**src/rtl/core/rsc_pkg.sv**
```systemverilog
`timescale 1ns / 1ps
// ----------------------------------------------------------------------------
// rsc_pkg
// Shared types and constants of the report segmenter: transaction structs,
// command and status codes, report framing bytes and the job descriptor.
// ----------------------------------------------------------------------------
package rsc_pkg;

    localparam int LEN_W        = 8;
    localparam int REPORT_BYTES = 64;
    localparam int IDX_W        = 6;
    localparam int CNT_W        = 6;
    localparam int OFF_W        = 3;
    localparam int QUEUE_DEPTH  = 2;
    localparam int QPTR_W       = 1;

    // Command codes
    localparam logic [1:0] CMD_LOAD    = 2'd0;
    localparam logic [1:0] CMD_PREPARE = 2'd1;
    localparam logic [1:0] CMD_COMMIT  = 2'd2;

    // Status codes
    localparam logic [1:0] ST_DONE   = 2'd0;
    localparam logic [1:0] ST_BYTE   = 2'd1;
    localparam logic [1:0] ST_REJECT = 2'd2;

    // Report framing
    localparam logic [7:0] RPT_PREFIX    = 8'hff;
    localparam logic [7:0] FORM_SINGLE   = 8'h10;
    localparam logic [7:0] FORM_FIRST    = 8'h11;
    localparam logic [7:0] FORM_CONTINUE = 8'h12;
    localparam logic [7:0] FORM_FINAL    = 8'h13;
    localparam logic [7:0] CAP_SINGLE    = 8'd62;
    localparam logic [7:0] CAP_FIRST     = 8'd60;
    localparam logic [7:0] CAP_CONTINUE  = 8'd61;
    localparam logic [OFF_W-1:0] OFF_SINGLE   = 3'd2;
    localparam logic [OFF_W-1:0] OFF_FIRST    = 3'd4;
    localparam logic [OFF_W-1:0] OFF_CONTINUE = 3'd3;

    typedef struct packed {
        logic [1:0] command;
        logic [7:0] data_byte;
        logic       last_byte;
    } request_t;

    typedef struct packed {
        logic [7:0] report_byte;
        logic       report_last;
        logic [1:0] status;
    } result_t;

    // Work item handed from the front to the back
    typedef struct packed {
        logic             is_report;
        logic [1:0]       status;
        logic [7:0]       form;
        logic [7:0]       hdr2;
        logic [7:0]       hdr3;
        logic [LEN_W-1:0] start;
        logic [OFF_W-1:0] offset;
        logic [CNT_W-1:0] count;
    } job_t;

endpackage

```
**src/rtl/core/rsc_ram.sv**
```systemverilog
`timescale 1ns / 1ps
// ----------------------------------------------------------------------------
// rsc_ram
// Generic single-write, single-read RAM with registered read data.
// ----------------------------------------------------------------------------
module rsc_ram #(
    parameter int WIDTH  = 8,
    parameter int DEPTH  = 255,
    parameter int ADDR_W = 8
) (
    input  logic              clk,
    input  logic              we,
    input  logic [ADDR_W-1:0] waddr,
    input  logic [WIDTH-1:0]  wdata,
    input  logic [ADDR_W-1:0] raddr,
    output logic [WIDTH-1:0]  rdata
);

    logic [WIDTH-1:0] mem [DEPTH];
    logic [WIDTH-1:0] rdata_reg;

    // Write and registered read
    always_ff @(posedge clk)
    begin
        if (we)
        begin
            mem[waddr] <= wdata;
        end
        rdata_reg <= mem[raddr];
    end

    assign rdata = rdata_reg;

endmodule

```
**src/rtl/core/rsc_queue.sv**
```systemverilog
`timescale 1ns / 1ps
// ----------------------------------------------------------------------------
// rsc_queue
// Short job queue between the command front end and the result back end.
// ----------------------------------------------------------------------------
module rsc_queue (
    input  logic          clk,
    input  logic          rst_n,
    input  logic          push,
    input  rsc_pkg::job_t push_job,
    input  logic          pop,
    output rsc_pkg::job_t head,
    output logic          empty,
    output logic          full
);

    rsc_pkg::job_t                entries [rsc_pkg::QUEUE_DEPTH];
    logic [rsc_pkg::QPTR_W-1:0]   wr_ptr_reg;
    logic [rsc_pkg::QPTR_W-1:0]   rd_ptr_reg;
    logic [rsc_pkg::QPTR_W:0]     count_reg;
    logic [rsc_pkg::QPTR_W:0]     count_next;

    assign empty = (count_reg == '0);
    assign full  = (count_reg == (rsc_pkg::QPTR_W + 1)'(rsc_pkg::QUEUE_DEPTH));
    assign head  = entries[rd_ptr_reg];

    // Track occupancy
    always_comb
    begin
        count_next = count_reg;
        if (push && !pop)
        begin
            count_next = count_reg + 1'b1;
        end
        else if (pop && !push)
        begin
            count_next = count_reg - 1'b1;
        end
    end

    // Store entries
    always_ff @(posedge clk)
    begin
        if (push)
        begin
            entries[wr_ptr_reg] <= push_job;
        end
    end

    // Advance pointers
    always_ff @(posedge clk or negedge rst_n)
    begin
        if (!rst_n)
        begin
            wr_ptr_reg <= '0;
            rd_ptr_reg <= '0;
            count_reg  <= '0;
        end
        else
        begin
            if (push)
            begin
                wr_ptr_reg <= wr_ptr_reg + 1'b1;
            end
            if (pop)
            begin
                rd_ptr_reg <= rd_ptr_reg + 1'b1;
            end
            count_reg <= count_next;
        end
    end

`ifndef SYNTHESIS
    // Never pop an empty queue
    assert property (@(posedge clk) disable iff (!rst_n) pop |-> !empty)
        else $error("rsc_queue: pop while empty");
`endif

endmodule

```
**src/rtl/core/rsc_front.sv**
```systemverilog
`timescale 1ns / 1ps
// ----------------------------------------------------------------------------
// rsc_front
// Command front end: holds the message state, writes payload bytes, and
// turns every accepted transaction into one job for the back end.
// ----------------------------------------------------------------------------
module rsc_front #(
    parameter int MAX_PAYLOAD = 255,
    parameter int ADDR_W      = 8
) (
    input  logic              clk,
    input  logic              rst_n,
    input  logic              start,
    output logic              busy,
    input  rsc_pkg::request_t request,
    output logic              push,
    output rsc_pkg::job_t     push_job,
    input  logic              queue_full,
    input  logic              report_done,
    output logic              ram_we,
    output logic [ADDR_W-1:0] ram_waddr,
    output logic [7:0]        ram_wdata
);

    localparam logic [rsc_pkg::LEN_W-1:0] MAX_LEN = rsc_pkg::LEN_W'(MAX_PAYLOAD);

    logic [rsc_pkg::LEN_W-1:0] msg_len_reg,  msg_len_next;
    logic [rsc_pkg::LEN_W-1:0] load_cnt_reg, load_cnt_next;
    logic [rsc_pkg::LEN_W-1:0] cursor_reg,   cursor_next;
    logic [rsc_pkg::LEN_W-1:0] seq_reg,      seq_next;
    logic                      prepared_reg, prepared_next;
    logic [rsc_pkg::CNT_W-1:0] prep_cnt_reg, prep_cnt_next;
    logic                      rpt_pend_reg, rpt_pend_next;

    logic                      accept;
    logic [rsc_pkg::LEN_W-1:0] remaining;
    logic [rsc_pkg::LEN_W-1:0] load_inc;
    logic [rsc_pkg::LEN_W:0]   commit_sum;
    logic [rsc_pkg::LEN_W-1:0] take;

    assign accept    = start && !busy;
    assign busy      = queue_full || rpt_pend_reg;
    assign remaining = msg_len_reg - cursor_reg;
    assign load_inc  = load_cnt_reg + 1'b1;
    assign commit_sum = {1'b0, cursor_reg} + {3'b000, prep_cnt_reg};
    assign ram_waddr = load_cnt_reg[ADDR_W-1:0];
    assign ram_wdata = request.data_byte;

    // Decode the transaction and build its job
    always_comb
    begin
        msg_len_next  = msg_len_reg;
        load_cnt_next = load_cnt_reg;
        cursor_next   = cursor_reg;
        seq_next      = seq_reg;
        prepared_next = prepared_reg;
        prep_cnt_next = prep_cnt_reg;
        rpt_pend_next = rpt_pend_reg && !report_done;
        ram_we        = 1'b0;
        push          = accept;
        push_job      = '0;
        push_job.status = rsc_pkg::ST_REJECT;
        take          = '0;

        if (accept)
        begin
            case (request.command)
                rsc_pkg::CMD_LOAD:
                begin
                    if (msg_len_reg != '0 || prepared_reg)
                    begin
                        push_job.status = rsc_pkg::ST_REJECT;
                    end
                    else if (load_cnt_reg >= MAX_LEN)
                    begin
                        load_cnt_next   = '0;
                        push_job.status = rsc_pkg::ST_REJECT;
                    end
                    else
                    begin
                        ram_we          = 1'b1;
                        load_cnt_next   = load_inc;
                        push_job.status = rsc_pkg::ST_DONE;
                        if (request.last_byte)
                        begin
                            msg_len_next  = load_inc;
                            load_cnt_next = '0;
                            cursor_next   = '0;
                            seq_next      = '0;
                        end
                    end
                end
                rsc_pkg::CMD_PREPARE:
                begin
                    if (cursor_reg < msg_len_reg)
                    begin
                        push_job.is_report = 1'b1;
                        push_job.status    = rsc_pkg::ST_BYTE;
                        if (cursor_reg == '0 && msg_len_reg <= rsc_pkg::CAP_SINGLE)
                        begin
                            push_job.form   = rsc_pkg::FORM_SINGLE;
                            push_job.offset = rsc_pkg::OFF_SINGLE;
                            push_job.start  = '0;
                            take            = remaining;
                        end
                        else if (cursor_reg == '0)
                        begin
                            push_job.form   = rsc_pkg::FORM_FIRST;
                            push_job.hdr3   = msg_len_reg;
                            push_job.offset = rsc_pkg::OFF_FIRST;
                            push_job.start  = '0;
                            take = (remaining < rsc_pkg::CAP_FIRST) ? remaining
                                                                    : rsc_pkg::CAP_FIRST;
                        end
                        else
                        begin
                            push_job.form   = (remaining <= rsc_pkg::CAP_CONTINUE)
                                              ? rsc_pkg::FORM_FINAL
                                              : rsc_pkg::FORM_CONTINUE;
                            push_job.hdr2   = seq_reg;
                            push_job.offset = rsc_pkg::OFF_CONTINUE;
                            push_job.start  = cursor_reg;
                            take = (remaining < rsc_pkg::CAP_CONTINUE) ? remaining
                                                                       : rsc_pkg::CAP_CONTINUE;
                        end
                        push_job.count = take[rsc_pkg::CNT_W-1:0];
                        prep_cnt_next  = take[rsc_pkg::CNT_W-1:0];
                        prepared_next  = 1'b1;
                        rpt_pend_next  = 1'b1;
                    end
                    else
                    begin
                        push_job.status = rsc_pkg::ST_REJECT;
                    end
                end
                rsc_pkg::CMD_COMMIT:
                begin
                    if (prepared_reg)
                    begin
                        push_job.status = rsc_pkg::ST_DONE;
                        cursor_next     = commit_sum[rsc_pkg::LEN_W-1:0];
                        if (cursor_reg == '0 && msg_len_reg > rsc_pkg::CAP_SINGLE)
                        begin
                            seq_next = 8'd1;
                        end
                        else
                        begin
                            seq_next = seq_reg + 1'b1;
                        end
                        prep_cnt_next = '0;
                        prepared_next = 1'b0;
                        if (commit_sum >= {1'b0, msg_len_reg})
                        begin
                            msg_len_next = '0;
                            cursor_next  = '0;
                            seq_next     = '0;
                        end
                    end
                    else
                    begin
                        push_job.status = rsc_pkg::ST_REJECT;
                    end
                end
                default:
                begin
                    push_job.status = rsc_pkg::ST_REJECT;
                end
            endcase
        end
    end

    // Hold message state
    always_ff @(posedge clk or negedge rst_n)
    begin
        if (!rst_n)
        begin
            msg_len_reg  <= '0;
            load_cnt_reg <= '0;
            cursor_reg   <= '0;
            seq_reg      <= '0;
            prepared_reg <= 1'b0;
            prep_cnt_reg <= '0;
            rpt_pend_reg <= 1'b0;
        end
        else
        begin
            msg_len_reg  <= msg_len_next;
            load_cnt_reg <= load_cnt_next;
            cursor_reg   <= cursor_next;
            seq_reg      <= seq_next;
            prepared_reg <= prepared_next;
            prep_cnt_reg <= prep_cnt_next;
            rpt_pend_reg <= rpt_pend_next;
        end
    end

`ifndef SYNTHESIS
    // A prepared report always belongs to a pending message
    assert property (@(posedge clk) disable iff (!rst_n)
        prepared_reg |-> (msg_len_reg != '0))
        else $error("rsc_front: report prepared without a message");

    // Never push into a full queue
    assert property (@(posedge clk) disable iff (!rst_n) push |-> !queue_full)
        else $error("rsc_front: queue overflow");

    // Payload writes only while no report is streaming and no message pending
    assert property (@(posedge clk) disable iff (!rst_n)
        ram_we |-> (!rpt_pend_reg && msg_len_reg == '0 && !prepared_reg))
        else $error("rsc_front: payload write while busy");
`endif

endmodule

```
**src/rtl/core/rsc_back.sv**
```systemverilog
`timescale 1ns / 1ps
// ----------------------------------------------------------------------------
// rsc_back
// Result back end: takes jobs from the queue and emits either one status
// result or a 64-byte report, reading payload bytes from the store.
// ----------------------------------------------------------------------------
module rsc_back #(
    parameter int ADDR_W = 8
) (
    input  logic              clk,
    input  logic              rst_n,
    input  rsc_pkg::job_t     head,
    input  logic              queue_empty,
    output logic              pop,
    output logic [ADDR_W-1:0] ram_raddr,
    input  logic [7:0]        ram_rdata,
    output logic              report_done,
    output logic              result_valid,
    output rsc_pkg::result_t  result
);

    localparam logic [rsc_pkg::IDX_W-1:0] LAST_IDX = rsc_pkg::IDX_W'(rsc_pkg::REPORT_BYTES - 1);

    rsc_pkg::job_t              job_reg;
    logic                       active_reg;
    logic [rsc_pkg::IDX_W-1:0]  idx_reg;

    logic                       s1_valid_reg;
    logic                       s1_use_ram_reg;
    logic [7:0]                 s1_byte_reg;
    logic                       s1_last_reg;
    logic [1:0]                 s1_status_reg;

    logic                       elem_last;
    logic [rsc_pkg::IDX_W:0]    rel;
    logic                       past_hdr;
    logic                       in_pay;
    logic [rsc_pkg::LEN_W-1:0]  addr;
    logic [7:0]                 elem_byte;

    assign elem_last = job_reg.is_report ? (idx_reg == LAST_IDX) : 1'b1;
    assign pop       = !queue_empty && (!active_reg || elem_last);

    // Locate the payload byte for the current report position
    assign rel      = {1'b0, idx_reg} - {4'b0000, job_reg.offset};
    assign past_hdr = (idx_reg >= {3'b000, job_reg.offset});
    assign in_pay   = past_hdr && (rel[rsc_pkg::IDX_W-1:0] < job_reg.count);
    assign addr     = job_reg.start + {2'b00, rel[rsc_pkg::IDX_W-1:0]};
    assign ram_raddr = addr[ADDR_W-1:0];

    // Select header or fill byte
    always_comb
    begin
        elem_byte = 8'h00;
        if (job_reg.is_report && !past_hdr)
        begin
            case (idx_reg)
                6'd0:    elem_byte = rsc_pkg::RPT_PREFIX;
                6'd1:    elem_byte = job_reg.form;
                6'd2:    elem_byte = job_reg.hdr2;
                6'd3:    elem_byte = job_reg.hdr3;
                default: elem_byte = 8'h00;
            endcase
        end
    end

    // Hold the current job
    always_ff @(posedge clk)
    begin
        if (pop)
        begin
            job_reg <= head;
        end
    end

    // Advance the element counter
    always_ff @(posedge clk or negedge rst_n)
    begin
        if (!rst_n)
        begin
            active_reg <= 1'b0;
            idx_reg    <= '0;
        end
        else if (pop)
        begin
            active_reg <= 1'b1;
            idx_reg    <= '0;
        end
        else if (active_reg && elem_last)
        begin
            active_reg <= 1'b0;
        end
        else if (active_reg)
        begin
            idx_reg <= idx_reg + 1'b1;
        end
    end

    // Register the element alongside the store read
    always_ff @(posedge clk or negedge rst_n)
    begin
        if (!rst_n)
        begin
            s1_valid_reg <= 1'b0;
        end
        else
        begin
            s1_valid_reg <= active_reg;
        end
    end

    always_ff @(posedge clk)
    begin
        s1_use_ram_reg <= job_reg.is_report && in_pay;
        s1_byte_reg    <= elem_byte;
        s1_last_reg    <= elem_last;
        s1_status_reg  <= job_reg.status;
    end

    // Drive the result transaction
    assign result_valid       = s1_valid_reg;
    assign result.report_byte = s1_use_ram_reg ? ram_rdata : s1_byte_reg;
    assign result.report_last = s1_last_reg;
    assign result.status      = s1_status_reg;
    assign report_done = s1_valid_reg && s1_last_reg && (s1_status_reg == rsc_pkg::ST_BYTE);

`ifndef SYNTHESIS
    // A status result always closes its transaction
    assert property (@(posedge clk) disable iff (!rst_n)
        (result_valid && result.status != rsc_pkg::ST_BYTE) |-> result.report_last)
        else $error("rsc_back: status result not marked last");
`endif

endmodule

```
**src/rtl/core/report_segmenter_with_commit.sv**
```systemverilog
`timescale 1ns / 1ps
// ----------------------------------------------------------------------------
// report_segmenter_with_commit
// Loads a message byte by byte and cuts it into 64-byte framed reports that
// are sent on prepare and retired on commit.
// ----------------------------------------------------------------------------
// Usage:
//   A transaction is taken at a rising edge with start high and busy low.
//   request carries command (load, prepare, commit), data_byte, last_byte.
//   Each result sits on result for one cycle with result_valid high; the
//   receiver cannot stall, so results are never held back.
//   Load, commit, rejected commands: one status result, passed through the
//   job queue, the back end's job register and its output register; one
//   may be accepted every cycle while the two-entry job queue has room
//   and no report is pending. Accepted prepare: 64 report bytes, one per
//   cycle, through those registers. busy stays high until the last byte
//   leaves; the one-byte-per-cycle read port of the payload store sets
//   the streaming rate.
//   Reset clears all message state and the queue; the payload store is not
//   cleared and is valid only where the current message wrote it.
// ----------------------------------------------------------------------------
module report_segmenter_with_commit #(
    parameter int MAX_PAYLOAD = 255
) (
    input  logic              clk,
    input  logic              rst_n,
    input  logic              start,
    output logic              busy,
    input  rsc_pkg::request_t request,
    output logic              result_valid,
    output rsc_pkg::result_t  result
);

    localparam int ADDR_W = (MAX_PAYLOAD > 1) ? $clog2(MAX_PAYLOAD) : 1;

    logic              push;
    rsc_pkg::job_t     push_job;
    logic              pop;
    rsc_pkg::job_t     head;
    logic              queue_empty;
    logic              queue_full;
    logic              report_done;
    logic              ram_we;
    logic [ADDR_W-1:0] ram_waddr;
    logic [7:0]        ram_wdata;
    logic [ADDR_W-1:0] ram_raddr;
    logic [7:0]        ram_rdata;

    rsc_front #(
        .MAX_PAYLOAD (MAX_PAYLOAD),
        .ADDR_W      (ADDR_W)
    ) u_front (
        .clk         (clk),
        .rst_n       (rst_n),
        .start       (start),
        .busy        (busy),
        .request     (request),
        .push        (push),
        .push_job    (push_job),
        .queue_full  (queue_full),
        .report_done (report_done),
        .ram_we      (ram_we),
        .ram_waddr   (ram_waddr),
        .ram_wdata   (ram_wdata)
    );

    rsc_queue u_queue (
        .clk      (clk),
        .rst_n    (rst_n),
        .push     (push),
        .push_job (push_job),
        .pop      (pop),
        .head     (head),
        .empty    (queue_empty),
        .full     (queue_full)
    );

    rsc_ram #(
        .WIDTH  (8),
        .DEPTH  (MAX_PAYLOAD),
        .ADDR_W (ADDR_W)
    ) u_store (
        .clk   (clk),
        .we    (ram_we),
        .waddr (ram_waddr),
        .wdata (ram_wdata),
        .raddr (ram_raddr),
        .rdata (ram_rdata)
    );

    rsc_back #(
        .ADDR_W (ADDR_W)
    ) u_back (
        .clk          (clk),
        .rst_n        (rst_n),
        .head         (head),
        .queue_empty  (queue_empty),
        .pop          (pop),
        .ram_raddr    (ram_raddr),
        .ram_rdata    (ram_rdata),
        .report_done  (report_done),
        .result_valid (result_valid),
        .result       (result)
    );

endmodule
```
**config.mk**
```make
export PLATFORM = sky130hd
export DESIGN_NAME = report_segmenter_with_commit
export DESIGN_NICKNAME = d
export VERILOG_FILES = /design/src/rtl/core/rsc_pkg.sv /design/src/rtl/core/rsc_ram.sv /design/src/rtl/core/rsc_queue.sv /design/src/rtl/core/rsc_front.sv /design/src/rtl/core/rsc_back.sv /design/src/rtl/core/report_segmenter_with_commit.sv
export SDC_FILE = /design/constraint.sdc
export NUM_CORES = 2
export LEC_CHECK = 0
export BUFFER_PORTS_ARGS = -buffer_cell sky130_fd_sc_hd__buf_4
export CAP_MARGIN = 40
export CORE_ASPECT_RATIO = 1.25
export CORE_MARGIN = 3
export CORE_UTILIZATION = 50
export DETAILED_ROUTE_END_ITERATION = 6
export GPL_TIMING_DRIVEN = 0
export PLACE_DENSITY_LB_ADDON = 0.08
export SLEW_MARGIN = 20
export SYNTH_ARGS = -nofsm -noshare
export SYNTH_HDL_FRONTEND = slang
export SYNTH_SLANG_ARGS = --single-unit
```
**constraint.sdc**
```tcl
create_clock -name clk -period 5.4 [get_ports clk]
set_input_delay 0.27 -clock clk [delete_from_list [all_inputs] [get_ports clk]]
set_output_delay 0.27 -clock clk [all_outputs]
set_load 0.02 [all_outputs]
```
# Word-level counts from Yosys, hierarchy flattened
# Memories as Yosys holds them, arrays and structs flattened. A register that Yosys moved wholly into a read port is not among the register bits.
# Cells that the tools add are included.
[word_totals]
word_cells = 161
n_memories = 2
ramBits = 2128
reg_bits = 64
output_inout_bits = 13
[op_classes]
eq_ne = 15
n_bitwise = 1
n_lt_le_gt_ge = 10
reduce_logical = 39
mux = 66
addsub = 11
[mem_list]
columns = ["name", "words", "width", "rd", "rd_clocked_by_memory_dff", "wr", "line", "text"]
rows = [
  ["u_store.mem", 255, 8, 1, 1, 1, "rsc_ram.sv:19", "logic [WIDTH-1:0] mem [DEPTH];"],
  ["u_queue.entries", 2, 44, 1, 1, 1, "rsc_queue.sv:17", "rsc_pkg::job_t entries [rsc_pkg::QUEUE_DEPTH];"],
]
[ops]
columns = ["cell", "count"]
rows = [
  ["2-to-1 mux 8 bit", 20],
  ["2-to-1 mux 41 bit", 2],
  ["2-to-1 mux 6 bit", 9],
  ["one-hot mux 8 bit (2 select lines)", 3],
  ["2-to-1 mux 44 bit", 1],
  ["one-hot mux 8 bit (4 select lines)", 1],
  ["2-to-1 mux 11 bit", 2],
  ["2-to-1 mux 1 bit", 18],
  ["adder 8 x 1 -> 8 bit, second input constant", 2],
  ["less-or-equal comparator 8 x 6 -> 1 bit, second input constant", 2],
  ["less-than comparator 8 x 6 -> 1 bit, second input constant", 2],
  ["2-to-1 mux 16 bit", 1],
  ["logical AND 1 bit", 13],
  ["equality test 6 x 2 -> 1 bit, second input constant", 2],
  ["2-to-1 mux 2 bit", 6],
  ["one-hot mux 6 bit (2 select lines)", 1],
  ["nonzero test 2 bit", 5],
  ["adder 8 x 6 -> 9 bit", 1],
  ["greater-or-equal comparator 9 x 8 -> 1 bit", 1],
  ["adder 8 x 6 -> 8 bit", 1],
  ["greater-or-equal comparator 8 bit, second input constant", 1],
  ["greater-than comparator 8 x 6 -> 1 bit, second input constant", 1],
  ["logical NOT 8 bit", 1],
  ["less-than comparator 8 bit", 1],
  ["27 further kinds", 45],
]

# Depth between registers and ports, before layout
[logic_depth]
depth_word = 8
mapped_depth = 19
mapped_depth_nobuf = 16

# By module
# A second synthesis with hierarchy kept.
[hier_totals]
hier_cells = 4654
hier_area_um2 = 90091.4
[modules_own_cells]
columns = ["module", "n_inst", "cells_each", "area_per_inst_um2"]
rows = [
  ["rsc_ram", 1, 3910, 80485.9],
  ["rsc_queue", 1, 153, 3562.2],
  ["rsc_front", 1, 370, 3104.2],
  ["rsc_back", 1, 221, 2939.1],
]

# Worst setup path before layout
# OpenSTA, ideal clock, no wires.
[synth_path]
path_kind = "reg2reg"
start = "register u_back.idx_reg[0] (netlist bit)"
end = "register u_store.rdata_reg[6] (netlist: u_store.rdata[6]) (read register of u_store.mem)"
path_buffers = 4
t_arrival_ns = 3.629
required_ns = 5.284
period_less_slack_ns = 3.746
stages_incl_launch_ff = 14
slack_ns = 1.654
cell_sequence = "dfrtp_1 -> inv_1 -> ha_1 -> fa_1 -> fa_1 -> buf_2 -> buf_4 -> buf_2 -> clkbuf_1 -> mux4_2 -> mux4_2 -> o211ai_1 -> nand4_1 -> o211a_1"
[synth_between]
elab_chain_cells = 2
[synth_lines]
columns = ["element", "line", "text"]
rows = [
  ["start, declared", "rsc_back.sv:26", "logic [rsc_pkg::IDX_W-1:0] idx_reg;"],
  ["start signal, assigned", "rsc_back.sv:95", "idx_reg <= idx_reg + 1'b1;"],
  ["subtractor 6 x 3 -> 6 bit", "rsc_back.sv:45", "assign rel = {1'b0, idx_reg} - {4'b0000, job_reg.offset};"],
  ["adder 8 x 6 -> 8 bit", "rsc_back.sv:48", "assign addr = job_reg.start + {2'b00, rel[rsc_pkg::IDX_W-1:0]};"],
  ["end, declared", "rsc_ram.sv:20", "logic [WIDTH-1:0] rdata_reg;"],
]
# Every way passes these cells.
# A chain may end at the register's enable or synchronous reset.

# Worst setup path in the final report
# Ends and elaborated chain as after synthesis.

==> results.md <==
* Global Route Usage Sum at 0.295
* Asr flop ratio synth at 0.0234
* Number of max-cap violations at 0
* Worst reg2reg path endpoint: u_store.rdata[6]
* Initial antenna violation count at 17
* Power Dens Cells at 337 nW/um^2
* Failing checks: design-rule violations, negative setup slack
* DR WL/cell at 35.7 um
* Hold depth at 0
* Rows at 171
* Syn Std Cell Area at 87,700 sq um
* Worst skew pair latency at 0.88 ns
* Max-Slew Margin vs Limit at 0.369
* Part of the power in combinational logic at 0.010
* Final worst-path setup slack at -0.0475 ns
* TritonCTS Sinks at 2,223
* RR Startpoint: u_back.idx_reg[0]
* Sw Ratio at 0.200
* Critical path's top delay family: buffers and inverters
* Via count at 46,400
* Number of global-route vias before repair at 46,300
* Slowest Stage Delay on Critical Path at 0.62 ns
* Layout cells sized above 1 at 0.283
* Clock Power Share at 0.438
* Syn. warnings at 0
* Die width at 381 um
* Nets at 4,947
* Post-Syn Area per Cell at 20.0 sq um
* Area grow syn2layout at 15.5%
* CTS root buffer: clkbuf_16
* Number of CTS-inserted buffers at 211
* Post-Syn Instances at 4,389
* Hold WS at 0.339 ns
* DRT iter0 DRCs at 5,456
* Post-synth EDFFs at 2,151
* Hpwl dp at 183,000 um
* Vert. Die Dim at 474 um
* VDD IR max at 0.000280 V
* Ys flop type: edfxtp_1
* ANT nets after route at 0
* DRC Markers at 1
* Pins Over Slew Limit at 0
* Dpl cells at 6,905
* Internal power at 27.4 mW
* Placed inst area at 93,100 sq um
* Register area share after synthesis at 0.756
* Yosys reg bits at 2,223
* Via/cell ratio at 6.26
* Maximum fanout along the worst path at 10
* Worst Clk Skew at 0.0557 ns
* Max reg flops at 2,040
* Tmin final at 5.45 ns
* Synthesized Nets at 4,457
* Slowest cell on the critical path: fa_1
* CP arrival at 6.18 ns
* Worst-margin pin slew at 0.944 ns
* Final setup fails at 2
* Setup CP Type: flop to flop
* Worst EP required at 6.13 ns
* GP Congestion at 0.991
* Sequential Power Share at 0.552
* Input/output buffers at 26
* Period utilisation layout at 1.01
* Crit path buf inv count at 6
* H-Tree Depth at 4
* Initial Util at 0.504
* Hold Path Sink: u_back.s1_status_reg[1]
* Design Area, Final at 101,000 sq um
* Reg2Reg Depth at 15
* DRT Pass-1 Iters at 7
* Layout Cells excl Fill at 7,409
* Yosys cell types at 66
* GRT overflow at 0
* Layout Utilization at 0.582
* Hold crit path type: flop to flop
* Largest net degree at the start of global routing at 136
* Critical Path Source Type: flop
* TritonCTS clock tree: built
* Boundary pin count at 27
* Worst-path cell chain: inv_1 > ha_1 > fa_1 > fa_1 > buf_2 > buf_4 > buf_4 > buf_6 > buf_6 > mux4_2 > nand2_1 > a31oi_1 > o211ai_1 > nand4_1 > o211a_2
* WL final at 264,000 um
* Hold Fails Final Rpt at 0
* Clk buf depth at 3
* Fmax achieved at 184 MHz
* P_leak at 32.4 nW
* Worst slack, placed at -0.888 ns
* Die area at 181,000 sq um
* CP endpoint kind: flop
* Reg clk slew, reported paths at 0.06 ns
* Status: finished, violations left
* NetSw at 6.84 mW
* Hold Path Origin: u_back.job_reg[42]
* First-pass GRT wire length at 365,000 um
* Core ar. at 174,000 sq um
* FF-to-FF setup slack at -0.05 ns
-- cell usage after synthesis, drive strengths merged (7+ instances only) --
cell type  number  area [sq um]
edfxtp       2151         64600
mux4          547         12300
nor2          331          1240
nand2         327          1230
buf           121           762
clkbuf        117           439
nand3          82           410
mux2           73           822
inv            56           210
dfrtp          52          1300
ha             50           626
o21ai          47           235
a21oi          36           191
a31oi          33           206
mux2i          32           320
and3           26           163
o22ai          21           131
a311oi         20           175
dfxtp          20           400
xnor2          20           175
nor3           17          85.1
xor2           17           168
a211oi         15           123
nor4           14          87.6
nand4          13          81.3
o31ai          13          97.6
a21o           12          90.1
o2111ai        12           105
a32oi          10          87.6
a22o            9          78.8
nor2b           9          56.3
a22oi           8          60.1
and2            8          50.1
nand2b          7          43.8
-- per-layer routing --
metal,GRT usage,part of all wire
met1,0.381,0.37
met2,0.479,0.49
met3,0.0611,0.086
met4,0.148,0.056
met5,0,0.00022
-- metrics by stage --
| stage | TNS, ns | power (mW) |
|---|---|---|
| final | -0.0533 | 34.2 |
| after global routing | -0.00253 | 35.1 |
| after CTS | 0 | 34.4 |
| after detailed placement | -5.17 | 19.6 |
| after global placement | -20.06 | 19.5 |
| after floorplan | 0 | 19.3 |
-- area by class of cell --
| type | count | area, sq um |
|---|---|---|
| Inverter | 56 | 210 |
| Fill cell | 13100 | 72800 |
| Clock buffer | 272 | 5770 |
| Sequential cell | 2223 | 66300 |
| Antenna cell | 10 | 25.0 |
| Clock inverter | 126 | 1220 |
| Multi-Input combinational cell | 1872 | 20400 |
| Timing Repair Buffer | 278 | 3120 |
| Buffer | 237 | 1350 |
| Tap cell | 2335 | 2920 |
-- cell families (layout without fill, tap and decap cells) --
kind of cell | count (synthesis) | in the layout | share of synthesized area
xor gates and xnor gates | 37 | 37 | 0.00391
DFF | 2223 | 2223 | 0.756
adders and majority gates | 54 | 54 | 0.00804
AOI/OAI and AO/OA | 282 | 282 | 0.0227
other | 0 | 10 | 0
and+or+nand+nor | 847 | 847 | 0.0404
muxes | 652 | 652 | 0.153
buffers and inverters | 294 | 969 | 0.0161
-- placed cells by master, fill, tap and decap left out, types with 39 or more instances in the layout --
master and instances:
clkbuf_2 40, clkinv_1 44, nor2_1 325, inv_1 55
buf_2 39, edfxtp_1 2151, mux4_2 547, clkbuf_16 219
buf_4 237, clkbuf_1 112, mux2_2 73, dfrtp_1 52
nand3_1 81, ha_1 50, clkinv_2 40, nand2_1 325
o21ai_0 45
-- timing repair --
item / CTS / global route
hold endpoints to repair: 559 / 0
gates resized for setup: 88 / 23
endpoints found under the setup margin: 8 / 8
buffers inserted: 0 / 4
hold buffers: 15 / 0
pin swaps: 0 / 2
-- power by group through the flow --
stage | sequential (mW) | combinational [mW] | clock (mW)
2_1_floorplan | 19.3 | 0.00506 | 0
3_3_place_gp | 19.3 | 0.265 | 0
3_5_place_dp | 19.2 | 0.331 | 0
4_1_cts | 18.9 | 0.340 | 15.2
5_1_grt | 18.9 | 0.363 | 15.8
6_report | 18.9 | 0.338 | 15.0
-- worst max-delay path by stage --
stage	end	startpoint	slack (ns)	cells past startpoint
6_report	u_store.rdata[6]	u_back.idx_reg[0]	-0.05	15
5_1_grt	u_store.rdata[1]	u_back.idx_reg[0]	-0.003	16
4_1_cts	u_store.rdata[3]	u_back.idx_reg[0]	0.005	16
3_5_place_dp	u_store.rdata[6]	u_back.idx_reg[0]	-0.89	15
3_3_place_gp	u_store.rdata[2]	u_back.idx_reg[0]	-2.67	13
2_1_floorplan	u_store.rdata[6]	u_back.idx_reg[0]	1.65	13
Power figures use the tool's default switching activity.
